--- src/design/mfc_pkg.sv ---
// Shared types, codes and constants of the magnetometer filter and calibration block.
`timescale 1ns / 1ps
package mfc_pkg;

	localparam int WINDOW_LENGTH_DEF   = 10;
	localparam int SCALE_FRAC_BITS_DEF = 12;
	localparam int AXES                = 3;
	localparam int SAMPLE_W            = 16;
	// Width of an axis range or of an average less an offset.
	localparam int DEN_W               = SAMPLE_W + 1;
	localparam int MAG_W               = 21;
	localparam int CFG_IDX_W           = 3;

	localparam logic signed [SAMPLE_W-1:0] PRESET_EXTREME = 16'sd32400;

	typedef logic [AXES-1:0][SAMPLE_W-1:0] row_t;

	typedef enum logic [1:0] {
		CMD_SAMPLE = 2'd0,
		CMD_START  = 2'd1,
		CMD_FINISH = 2'd2
	} cmd_t;

	typedef enum logic [CFG_IDX_W-1:0] {
		REG_OFFSET_X = 3'd0,
		REG_OFFSET_Y = 3'd1,
		REG_OFFSET_Z = 3'd2,
		REG_SCALE_X  = 3'd3,
		REG_SCALE_Y  = 3'd4,
		REG_SCALE_Z  = 3'd5
	} reg_idx_t;

	typedef enum logic [3:0] {
		S_IDLE,
		S_RD,
		S_SUM,
		S_DIVS,
		S_DIVW,
		S_MUL,
		S_SAT,
		S_FCHK,
		S_LOAD
	} state_t;

	typedef struct packed {
		logic start;
		logic short_mode;
	} div_req_t;

	typedef struct packed {
		logic done;
		logic neg;
	} div_rsp_t;

endpackage

--- src/design/mfc_window.sv ---
// Sample window memory, one row of three axes per slot, with per-row valid bits.
`timescale 1ns / 1ps
module mfc_window import mfc_pkg::*; #(
	parameter int WINDOW_LENGTH = WINDOW_LENGTH_DEF
) (
	input  logic                             clk,
	input  logic                             arst_n,
	input  logic                             rd_en,
	input  logic                             wr_en,
	input  logic [$clog2(WINDOW_LENGTH)-1:0] slot,
	input  row_t                             wr_row,
	output row_t                             rd_row
);

	row_t                     mem [WINDOW_LENGTH];
	logic [WINDOW_LENGTH-1:0] vld_q;
	row_t                     rd_data_q;
	logic                     rd_vld_q;

	always_ff @(posedge clk) begin
		if (wr_en) begin
			mem[slot] <= wr_row;
		end
		if (rd_en) begin
			rd_data_q <= mem[slot];
		end
	end

	always_ff @(posedge clk or negedge arst_n) begin
		if (!arst_n) begin
			vld_q    <= '0;
			rd_vld_q <= 1'b0;
		end else begin
			if (wr_en) begin
				vld_q[slot] <= 1'b1;
			end
			if (rd_en) begin
				rd_vld_q <= vld_q[slot];
			end
		end
	end

	// A row never written holds zero samples.
	assign rd_row = rd_vld_q ? rd_data_q : '0;

endmodule

--- src/design/mfc_divider.sv ---
// Shared signed divider, two quotient bits a cycle, truncating toward zero.
`timescale 1ns / 1ps
module mfc_divider import mfc_pkg::*; #(
	parameter int NUM_W = DEN_W + SCALE_FRAC_BITS_DEF,
	parameter int SUM_W = SAMPLE_W + $clog2(WINDOW_LENGTH_DEF)
) (
	input  logic                              clk,
	input  logic                              arst_n,
	input  div_req_t                          req,
	input  logic signed [NUM_W-1:0]           num,
	input  logic signed [DEN_W-1:0]           den,
	output div_rsp_t                          rsp,
	output logic [2*((NUM_W+1)/2)-1:0]        quo
);

	localparam int LONG_STEPS  = (NUM_W + 1) / 2;
	localparam int SHORT_STEPS = (SUM_W + 1) / 2;
	localparam int QW          = 2 * LONG_STEPS;
	localparam int SHIFT       = 2 * (LONG_STEPS - SHORT_STEPS);
	localparam int CNT_W       = $clog2(LONG_STEPS + 1);

	logic             busy_q;
	logic             done_q;
	logic             neg_q;
	logic [CNT_W-1:0] cnt_q;
	logic [QW-1:0]    dvd_q;
	logic [QW-1:0]    quo_q;
	logic [DEN_W-1:0] rem_q;
	logic [DEN_W-1:0] dsr_q;

	logic [NUM_W-1:0] num_mag;
	logic [QW-1:0]    mag_ext;
	logic [DEN_W-1:0] den_mag;
	logic [DEN_W:0]   r1;
	logic [DEN_W:0]   r2;
	logic [DEN_W:0]   t1;
	logic [DEN_W:0]   t2;
	logic             q1;
	logic             q2;
	logic [DEN_W-1:0] rem1;
	logic [DEN_W-1:0] rem2;

	always_comb begin
		num_mag = num[NUM_W-1] ? (NUM_W'(0) - $unsigned(num)) : $unsigned(num);
		den_mag = den[DEN_W-1] ? (DEN_W'(0) - $unsigned(den)) : $unsigned(den);
		mag_ext = QW'(num_mag);

		r1   = {rem_q, dvd_q[QW-1]};
		t1   = r1 - {1'b0, dsr_q};
		q1   = (r1 >= {1'b0, dsr_q});
		rem1 = q1 ? t1[DEN_W-1:0] : r1[DEN_W-1:0];

		r2   = {rem1, dvd_q[QW-2]};
		t2   = r2 - {1'b0, dsr_q};
		q2   = (r2 >= {1'b0, dsr_q});
		rem2 = q2 ? t2[DEN_W-1:0] : r2[DEN_W-1:0];
	end

	always_ff @(posedge clk or negedge arst_n) begin
		if (!arst_n) begin
			busy_q <= 1'b0;
			done_q <= 1'b0;
			cnt_q  <= '0;
		end else begin
			done_q <= 1'b0;
			if (req.start) begin
				busy_q <= 1'b1;
				cnt_q  <= req.short_mode ? CNT_W'(SHORT_STEPS) : CNT_W'(LONG_STEPS);
			end else if (busy_q) begin
				cnt_q <= cnt_q - CNT_W'(1);
				if (cnt_q == CNT_W'(1)) begin
					busy_q <= 1'b0;
					done_q <= 1'b1;
				end
			end
		end
	end

	always_ff @(posedge clk) begin
		if (req.start) begin
			// A short dividend is moved up so that fewer steps cover it.
			dvd_q <= req.short_mode ? (mag_ext << SHIFT) : mag_ext;
			rem_q <= '0;
			quo_q <= '0;
			dsr_q <= den_mag;
			neg_q <= num[NUM_W-1] ^ den[DEN_W-1];
		end else if (busy_q) begin
			dvd_q <= dvd_q << 2;
			rem_q <= rem2;
			quo_q <= {quo_q[QW-3:0], q1, q2};
		end
	end

	assign rsp.done = done_q;
	assign rsp.neg  = neg_q;
	assign quo      = quo_q;

endmodule

--- src/design/mag_filter_calibrator.sv ---
// Top level of the three-axis magnetometer filter and calibration block.
// A sample word and a successful finish use the shared divider; a failed finish and other
// commands do not. One word is in work at a time, the next is taken once the result sits in
// the output register. Reset clears window, sums, extremes and tracking, sets offsets to
// zero and gains to one.
`timescale 1ns / 1ps
module mag_filter_calibrator import mfc_pkg::*; #(
	parameter int WINDOW_LENGTH   = WINDOW_LENGTH_DEF,
	parameter int SCALE_FRAC_BITS = SCALE_FRAC_BITS_DEF
) (
	input  logic                        clk,
	input  logic                        arst_n,
	input  logic                        in_valid,
	output logic                        in_ready,
	input  logic [1:0]                  cmd,
	input  logic signed [SAMPLE_W-1:0]  raw_x,
	input  logic signed [SAMPLE_W-1:0]  raw_y,
	input  logic signed [SAMPLE_W-1:0]  raw_z,
	output logic                        out_valid,
	input  logic                        out_ready,
	output logic signed [MAG_W-1:0]     mag_x,
	output logic signed [MAG_W-1:0]     mag_y,
	output logic signed [MAG_W-1:0]     mag_z,
	output logic signed [SAMPLE_W-1:0]  new_offset_x,
	output logic signed [SAMPLE_W-1:0]  new_offset_y,
	output logic signed [SAMPLE_W-1:0]  new_offset_z,
	output logic [SAMPLE_W-1:0]         new_scale_y,
	output logic [SAMPLE_W-1:0]         new_scale_z,
	output logic                        calib_done,
	input  logic                        cfg_valid,
	output logic                        cfg_ready,
	input  logic [CFG_IDX_W-1:0]        cfg_index,
	input  logic [SAMPLE_W-1:0]         cfg_data
);

	localparam int SLOT_W = $clog2(WINDOW_LENGTH);
	localparam int SUM_W  = SAMPLE_W + $clog2(WINDOW_LENGTH);
	localparam int NUM_W  = (SUM_W > DEN_W + SCALE_FRAC_BITS) ? SUM_W : DEN_W + SCALE_FRAC_BITS;
	localparam int QW     = 2 * ((NUM_W + 1) / 2);
	localparam int PROD_W = 2 * DEN_W - 1;

	localparam logic [SAMPLE_W-1:0]      ONE       = SAMPLE_W'(1 << SCALE_FRAC_BITS);
	localparam logic [SLOT_W-1:0]        LAST_SLOT = SLOT_W'(WINDOW_LENGTH - 1);
	localparam logic signed [DEN_W-1:0]  WIN_DEN   = DEN_W'(WINDOW_LENGTH);
	localparam logic signed [PROD_W-1:0] RND       = PROD_W'((1 << SCALE_FRAC_BITS) - 1);
	localparam logic signed [PROD_W-1:0] MAG_HI    = PROD_W'((1 << (MAG_W - 1)) - 1);
	localparam logic signed [PROD_W-1:0] MAG_LO    = -MAG_HI - PROD_W'(1);

	state_t state_q;
	state_t state_d;

	logic [1:0]                 axis_q;
	logic [1:0]                 cmd_q;
	row_t                       s_q;
	row_t                       old_row;
	logic signed [SUM_W-1:0]    sum_q    [AXES];
	logic signed [SAMPLE_W-1:0] min_q    [AXES];
	logic signed [SAMPLE_W-1:0] max_q    [AXES];
	logic signed [SAMPLE_W-1:0] offset_q [AXES];
	logic [SAMPLE_W-1:0]        scale_q  [AXES];
	logic                       tracking_q;
	logic [SLOT_W-1:0]          slot_q;
	logic signed [SAMPLE_W-1:0] avg_q;
	logic signed [PROD_W-1:0]   prod_q;
	logic signed [DEN_W-1:0]    range_q  [AXES];

	logic [MAG_W-1:0]    rmag_q [AXES];
	logic [SAMPLE_W-1:0] roff_q [AXES];
	logic [SAMPLE_W-1:0] rsy_q;
	logic [SAMPLE_W-1:0] rsz_q;
	logic                rdone_q;

	logic [MAG_W-1:0]    omag_q [AXES];
	logic [SAMPLE_W-1:0] ooff_q [AXES];
	logic [SAMPLE_W-1:0] osy_q;
	logic [SAMPLE_W-1:0] osz_q;
	logic                odone_q;
	logic                out_valid_q;

	logic     accept;
	logic     rd_en;
	logic     wr_en;
	logic     load_out;
	div_req_t div_req;
	div_rsp_t div_rsp;
	logic [QW-1:0]           quo;
	logic signed [NUM_W-1:0] div_num;
	logic signed [DEN_W-1:0] div_den;

	logic signed [SUM_W-1:0]    sum_n;
	logic signed [SAMPLE_W-1:0] avg_n;
	logic signed [PROD_W:0]     mul_full;
	logic [MAG_W-1:0]           mag_sat;
	logic [SAMPLE_W-1:0]        ratio_sat;
	logic                       any_eq;
	logic signed [DEN_W-1:0]    range_n [AXES];
	logic [SAMPLE_W-1:0]        mid_n   [AXES];

	assign in_ready  = (state_q == S_IDLE);
	assign accept    = in_valid && in_ready;
	assign cfg_ready = 1'b1;

	mfc_window #(
		.WINDOW_LENGTH(WINDOW_LENGTH)
	) u_window (
		.clk    (clk),
		.arst_n (arst_n),
		.rd_en  (rd_en),
		.wr_en  (wr_en),
		.slot   (slot_q),
		.wr_row (s_q),
		.rd_row (old_row)
	);

	mfc_divider #(
		.NUM_W(NUM_W),
		.SUM_W(SUM_W)
	) u_divider (
		.clk    (clk),
		.arst_n (arst_n),
		.req    (div_req),
		.num    (div_num),
		.den    (div_den),
		.rsp    (div_rsp),
		.quo    (quo)
	);

	always_ff @(posedge clk or negedge arst_n) begin
		if (!arst_n) begin
			state_q <= S_IDLE;
		end else begin
			state_q <= state_d;
		end
	end

	always_comb begin
		state_d  = state_q;
		rd_en    = 1'b0;
		wr_en    = 1'b0;
		load_out = 1'b0;
		div_req  = '0;
		case (state_q)
			S_IDLE: begin
				if (in_valid) begin
					case (cmd)
						CMD_SAMPLE: begin
							rd_en   = 1'b1;
							state_d = S_RD;
						end
						CMD_FINISH: state_d = S_FCHK;
						default:    state_d = S_LOAD;
					endcase
				end
			end
			S_RD: begin
				wr_en   = 1'b1;
				state_d = S_SUM;
			end
			S_SUM:  state_d = S_DIVS;
			S_DIVS: begin
				div_req.start      = 1'b1;
				div_req.short_mode = (cmd_q == CMD_SAMPLE);
				state_d            = S_DIVW;
			end
			S_DIVW: begin
				if (div_rsp.done) begin
					if (cmd_q == CMD_SAMPLE) begin
						state_d = S_MUL;
					end else if (axis_q == 2'd1) begin
						state_d = S_DIVS;
					end else begin
						state_d = S_LOAD;
					end
				end
			end
			S_MUL:  state_d = S_SAT;
			S_SAT:  state_d = (axis_q == 2'd2) ? S_LOAD : S_SUM;
			S_FCHK: state_d = any_eq ? S_LOAD : S_DIVS;
			S_LOAD: begin
				if (!out_valid_q || out_ready) begin
					load_out = 1'b1;
					state_d  = S_IDLE;
				end
			end
			default: state_d = S_IDLE;
		endcase
	end

	always_comb begin
		logic signed [NUM_W-1:0]  rx_ext;
		logic signed [DEN_W-1:0]  diff;
		logic signed [PROD_W-1:0] adj;
		logic signed [PROD_W-1:0] shifted;
		logic [16:0]              qlo;
		logic [16:0]              qneg;
		logic signed [DEN_W-1:0]  msum;
		logic signed [DEN_W-1:0]  mtmp;
		logic signed [DEN_W-1:0]  half;

		rx_ext  = NUM_W'(range_q[0]);
		div_num = (cmd_q == CMD_SAMPLE) ? NUM_W'(sum_q[axis_q])
		                                : (rx_ext <<< SCALE_FRAC_BITS);
		div_den = (cmd_q == CMD_SAMPLE) ? WIN_DEN : range_q[axis_q];

		sum_n = sum_q[axis_q] + SUM_W'($signed(s_q[axis_q]))
		        - SUM_W'($signed(old_row[axis_q]));

		qlo   = quo[16:0];
		qneg  = 17'd0 - qlo;
		avg_n = div_rsp.neg ? qneg[SAMPLE_W-1:0] : qlo[SAMPLE_W-1:0];

		diff     = DEN_W'(avg_q) - DEN_W'(offset_q[axis_q]);
		mul_full = diff * $signed({1'b0, scale_q[axis_q]});

		// Negative products are biased so that the shift truncates toward zero.
		adj     = prod_q + (prod_q[PROD_W-1] ? RND : PROD_W'(0));
		shifted = adj >>> SCALE_FRAC_BITS;
		if (shifted > MAG_HI) begin
			mag_sat = MAG_HI[MAG_W-1:0];
		end else if (shifted < MAG_LO) begin
			mag_sat = MAG_LO[MAG_W-1:0];
		end else begin
			mag_sat = shifted[MAG_W-1:0];
		end

		if (div_rsp.neg) begin
			ratio_sat = '0;
		end else if (|quo[QW-1:SAMPLE_W]) begin
			ratio_sat = '1;
		end else begin
			ratio_sat = quo[SAMPLE_W-1:0];
		end

		any_eq = 1'b0;
		for (int a = 0; a < AXES; a++) begin
			if (max_q[a] == min_q[a]) begin
				any_eq = 1'b1;
			end
			range_n[a] = DEN_W'(max_q[a]) - DEN_W'(min_q[a]);
			msum       = DEN_W'(max_q[a]) + DEN_W'(min_q[a]);
			mtmp       = msum + $signed({{(DEN_W-1){1'b0}}, msum[DEN_W-1]});
			half       = mtmp >>> 1;
			mid_n[a]   = half[SAMPLE_W-1:0];
		end
	end

	always_ff @(posedge clk or negedge arst_n) begin
		if (!arst_n) begin
			axis_q      <= '0;
			tracking_q  <= 1'b0;
			slot_q      <= '0;
			out_valid_q <= 1'b0;
			for (int a = 0; a < AXES; a++) begin
				sum_q[a]    <= '0;
				min_q[a]    <= '0;
				max_q[a]    <= '0;
				offset_q[a] <= '0;
				scale_q[a]  <= ONE;
			end
		end else begin
			if (cfg_valid) begin
				case (cfg_index)
					REG_OFFSET_X: offset_q[0] <= cfg_data;
					REG_OFFSET_Y: offset_q[1] <= cfg_data;
					REG_OFFSET_Z: offset_q[2] <= cfg_data;
					REG_SCALE_X:  scale_q[0]  <= cfg_data;
					REG_SCALE_Y:  scale_q[1]  <= cfg_data;
					REG_SCALE_Z:  scale_q[2]  <= cfg_data;
					default: ;
				endcase
			end
			case (state_q)
				S_IDLE: begin
					axis_q <= '0;
					if (accept && (cmd == CMD_START)) begin
						tracking_q <= 1'b1;
						for (int a = 0; a < AXES; a++) begin
							max_q[a]    <= -PRESET_EXTREME;
							min_q[a]    <= PRESET_EXTREME;
							offset_q[a] <= '0;
							scale_q[a]  <= ONE;
						end
					end
				end
				S_RD: begin
					slot_q <= (slot_q == LAST_SLOT) ? '0 : slot_q + SLOT_W'(1);
				end
				S_SUM: sum_q[axis_q] <= sum_n;
				S_MUL: begin
					if (tracking_q) begin
						if (avg_q < min_q[axis_q]) begin
							min_q[axis_q] <= avg_q;
						end
						if (avg_q > max_q[axis_q]) begin
							max_q[axis_q] <= avg_q;
						end
					end
				end
				S_SAT: begin
					if (axis_q != 2'd2) begin
						axis_q <= axis_q + 2'd1;
					end
				end
				S_FCHK: axis_q <= 2'd1;
				S_DIVW: begin
					if (div_rsp.done && (cmd_q != CMD_SAMPLE)) begin
						if (axis_q == 2'd1) begin
							axis_q <= 2'd2;
						end else begin
							tracking_q <= 1'b0;
							scale_q[0] <= ONE;
							scale_q[1] <= rsy_q;
							scale_q[2] <= ratio_sat;
						end
					end
				end
				default: ;
			endcase
			if (load_out) begin
				out_valid_q <= 1'b1;
			end else if (out_ready) begin
				out_valid_q <= 1'b0;
			end
		end
	end

	always_ff @(posedge clk) begin
		if (accept) begin
			cmd_q    <= cmd;
			s_q[0]   <= raw_y;
			s_q[1]   <= SAMPLE_W'(0) - raw_x;
			s_q[2]   <= raw_z;
			rsy_q    <= '0;
			rsz_q    <= '0;
			rdone_q  <= 1'b0;
			for (int a = 0; a < AXES; a++) begin
				rmag_q[a] <= '0;
				roff_q[a] <= '0;
			end
		end
		case (state_q)
			S_DIVW: begin
				if (div_rsp.done) begin
					if (cmd_q == CMD_SAMPLE) begin
						avg_q <= avg_n;
					end else if (axis_q == 2'd1) begin
						rsy_q <= ratio_sat;
					end else begin
						rsz_q   <= ratio_sat;
						rdone_q <= 1'b1;
					end
				end
			end
			S_MUL: prod_q <= mul_full[PROD_W-1:0];
			S_SAT: rmag_q[axis_q] <= mag_sat;
			S_FCHK: begin
				for (int a = 0; a < AXES; a++) begin
					range_q[a] <= range_n[a];
					if (!any_eq) begin
						roff_q[a] <= mid_n[a];
					end
				end
			end
			default: ;
		endcase
		if (load_out) begin
			osy_q   <= rsy_q;
			osz_q   <= rsz_q;
			odone_q <= rdone_q;
			for (int a = 0; a < AXES; a++) begin
				omag_q[a] <= rmag_q[a];
				ooff_q[a] <= roff_q[a];
			end
		end
	end

	assign out_valid    = out_valid_q;
	assign mag_x        = omag_q[0];
	assign mag_y        = omag_q[1];
	assign mag_z        = omag_q[2];
	assign new_offset_x = ooff_q[0];
	assign new_offset_y = ooff_q[1];
	assign new_offset_z = ooff_q[2];
	assign new_scale_y  = osy_q;
	assign new_scale_z  = osz_q;
	assign calib_done   = odone_q;

`ifndef SYNTHESIS
	a_slot_range: assert property (@(posedge clk) disable iff (!arst_n)
		slot_q <= LAST_SLOT)
		else $error("window slot beyond the window length");

	a_axis_range: assert property (@(posedge clk) disable iff (!arst_n)
		axis_q != 2'd3)
		else $error("axis counter out of range");

	a_div_done: assert property (@(posedge clk) disable iff (!arst_n)
		div_rsp.done |-> (state_q == S_DIVW))
		else $error("divider finished while the sequencer was not waiting");

	a_wr_after_rd: assert property (@(posedge clk) disable iff (!arst_n)
		wr_en |-> $past(rd_en))
		else $error("window row written without the old row read first");

	a_finish_commit: assert property (@(posedge clk) disable iff (!arst_n)
		(state_q == S_DIVW && div_rsp.done && cmd_q == CMD_FINISH && axis_q == 2'd2)
		|=> (!tracking_q && scale_q[0] == ONE && rdone_q))
		else $error("successful finish did not stop tracking or reset the first gain");
`endif

endmodule
--- config.mk ---
export PLATFORM = sky130hd
export DESIGN_NAME = mag_filter_calibrator
export DESIGN_NICKNAME = d
export VERILOG_FILES = /design/src/design/mfc_pkg.sv /design/src/design/mfc_window.sv /design/src/design/mfc_divider.sv /design/src/design/mag_filter_calibrator.sv
export SDC_FILE = /design/constraint.sdc
export NUM_CORES = 2
export LEC_CHECK = 0
export BUFFER_PORTS_ARGS = -buffer_cell sky130_fd_sc_hd__buf_2
export CAP_MARGIN = 20
export CORE_AREA = 2 2 410 615
export DETAILED_ROUTE_END_ITERATION = 8
export DIE_AREA = 0 0 412 617
export SYNTH_ARGS = -nofsm -noshare
export SYNTH_HDL_FRONTEND = slang
export SYNTH_SLANG_ARGS = --single-unit
--- constraint.sdc ---
create_clock -name clk -period 14.75 [get_ports clk]
set_input_delay 1.475 -clock clk [delete_from_list [all_inputs] [get_ports clk]]
set_output_delay 1.475 -clock clk [all_outputs]
set_load 0.1 [all_outputs]
==> out/qor.yml <==
area_growth_pct: 12.8
wirelength_um: 215000
start_util: 0.298
grt_usage: 0.166
max_slew.worst_pin.slew_ns: 1.13
period_needed_ns: 10.40
cts_made_buffers: 141
synth-xor-area-share: 0.0352
worst-r2r-setup-slack_ns: 4.35
htreeDepth: 4
vias_per_cell: 5.03
fin_crit_sh: 0.705
rsz0062_at_grt: "no"
rr_startpoint: "axis_q[0]"
tns_ns: 0
synthFlopType: "edfxtp_1"
io_buffers: 219
hold_start: "rmag_q[1][12]"
ioPinCount: 221
grt_max_degree: 122
status: "finished clean"
path_max_fanout: 33
start_kind: "register"
grt_pass1_vias: 51240
synth_edf_count: 981
overflow: 0
dp_hpwl_um: 154000
clock_sinks: 1342
startpoint: "axis_q[0]"
hold_viol: 0
clk_pin_slew_ns: 0.06
async_flop_share: 0.209
synth_mux_area_frac: 0.0723
synthSimpleGateAreaFrac: 0.108
wl_per_cell_um: 21.5
dr_total_vias: 50215
die_x_um: 412
setup_violations: 0
synth_top_family_by_area: "adder cells"
drive_gt1_frac: 0.116
holdBufCountCts: 0
cts_tree: "built"
hold_depth: 0
syn_nets: 7072
cts_resized: 0
postCtsSetupBuffers: 0
antenna_found_initial: 25
die_h_um: 617
max_slew_margin: 0.244
r2r-end: "prod_q[31]"
core.rowCount: 225
crit_slowest_cell: "o31ai_1"
grt_pass1_wl_um: 321000
ys_ff_latch: 1342
reg2reg_depth: 33
synth.cell_area_um2: 74300
cpMostUsedCell: "fa_1"
synth_compound_area_frac: 0.0967
yosysWarnings: 0
final_nets: 7258
hold_end: "omag_q[0][33]"
cts_max_path_buffers: 4
arrival_ns: 10.90
cts_root_buffer: "clkbuf_16"
maxSlewViolCount: 0
clock_latency_ns: 0.84
endpoint_kind: "register"
fmax_mhz: 96.2
synthAdderAreaFrac: 0.131
worstHoldPathType: "register to register"
critPathKind: "register to register"
drt-initial-drc-count: 3974
fin_skew_ns: 0.0742
gp_congestion: 0.926
ant_nets: 0
worstPathRequired_ns: 15.26
ys_seq_area_frac: 0.512
ys_types: 97
cpPeakStageDelay_ns: 0.71
syn_avg_cell_area_um2: 11.6
maxCapViolCount: 0
die_area_um2: 254000
core_area_um2: 249000
drc: 0
syn_inst: 6397
dr.pass1.iters: 6
## how the worst max path moves through the flow
stage | end | slack (ns) | depth (start not counted)
CTS | prod_q[31] | 4.41 | 33
detailed placement | prod_q[31] | 4.50 | 33
finish | prod_q[31] | 4.35 | 33
floorplan | prod_q[31] | 4.58 | 39
global placement | prod_q[31] | 4.42 | 33
global route | prod_q[31] | 3.78 | 33
## critical path, delay by kind of cell (launching register included)
family                   cells  cell delay (ns)
adder cells (fa/ha/maj)      8             3.59
AO/OA/AOI/OAI               13             3.59
flip-flops                   1             0.64
XOR/XNOR                     2             0.57
multiplexers                 1             0.26
AND/OR/NAND/NOR              5             0.72
buffers and inverters        4             0.71
## registers in the layout (all words and copies together), names as in the netlist, 17 cells and up
signal              count
u_window.mem          480
omag_q                 63
rmag_q                 63
sum_q                  60
range_q                51
max_q                  48
min_q                  48
offset_q               48
ooff_q                 48
roff_q                 48
s_q                    48
scale_q                48
u_window.rd_data_q     48
prod_q                 33
u_divider.dvd_q        30
u_divider.quo          30
u_divider.dsr_q        17
u_divider.rem_q        17
## cell usage after synthesis (39+ instances only)
| master | instances | area, µm² |
|---|---|---|
| nor3_1 | 102 | 510 |
| edfxtp_1 | 981 | 29500 |
| nand3_1 | 70 | 350 |
| clkbuf_1 | 203 | 762 |
| ha_1 | 307 | 3840 |
| xnor2_1 | 208 | 1820 |
| dfxtp_1 | 80 | 1600 |
| o21ai_0 | 269 | 1350 |
| mux4_2 | 98 | 2210 |
| and2_1 | 52 | 325 |
| inv_1 | 557 | 2090 |
| mux2i_1 | 250 | 2500 |
| buf_1 | 40 | 150 |
| nand2b_1 | 54 | 338 |
| mux2_2 | 55 | 619 |
| nor4_1 | 39 | 244 |
| a21o_1 | 63 | 473 |
| nor2_1 | 539 | 2020 |
| dfrtp_1 | 278 | 6960 |
| a21oi_1 | 389 | 1950 |
| nand2_1 | 595 | 2230 |
| a211oi_1 | 79 | 593 |
| fa_1 | 294 | 5890 |
| nand4_1 | 39 | 244 |
| xor2_1 | 91 | 797 |
| nor2b_1 | 101 | 632 |
## cell usage in the layout (no fill, tap or decap), types with 144 or more instances in the layout
master,netlist,layout
edfxtp_1,981,981
nand2_1,595,594
inv_1,557,555
nor2_1,539,532
a21oi_1,389,388
ha_1,307,307
fa_1,294,294
dfrtp_1,278,271
o21ai_0,269,269
mux2i_1,250,250
buf_2,31,218
xnor2_1,208,208
clkbuf_16,0,144
## kinds of logic (layout without fill, tap and decap cells)
| group | Yosys count | in the layout |
|---|---|---|
| compound gates | 1151 | 1151 |
| other cells | 2 | 9 |
| xor+xnor | 299 | 299 |
| fa+ha+maj | 604 | 604 |
| flops | 1342 | 1342 |
| mux | 407 | 407 |
| simple gates | 1749 | 1749 |
| buf+inv | 843 | 1131 |
## final cells by class
class / count / area, µm²
Multi-Input combinational cell: 4212 / 33100
Inverter: 558 / 2090
Fill cell: 24933 / 166000
Tap cell: 3291 / 4120
Sequential cell: 1342 / 38100
Timing Repair Buffer: 328 / 2020
Clock inverter: 71 / 569
Clock buffer: 174 / 3750
Antenna cell: 7 / 17.5
## metrics by stage
step	hold slack (ns)	std cells	cell area, µm²	utilization	setup WS (ns)
2_1_floorplan	0.400	6397	74300	-	4.58
3_3_place_gp	0.403	9723	79300	0.318	4.42
3_5_place_dp	0.405	9726	79400	0.318	4.50
4_1_cts	0.403	9971	83700	0.336	4.41
5_1_grt	0.413	9978	83800	0.336	3.78
6_report	0.410	9983	83800	0.336	4.35
## layer usage
layer | routed length, µm | vias to the layer above | track usage
met5 | 144 | - | 0
met4 | 12300 | 24 | 0.0843
met3 | 12200 | 467 | 0.0280
met2 | 107000 | 1474 | 0.289
met1 | 83500 | 25332 | 0.196
li1 | - | 22918 | -
Power is not shown: default switching activity piles up to over one toggle a cycle in this logic, so the estimate is an artifact.
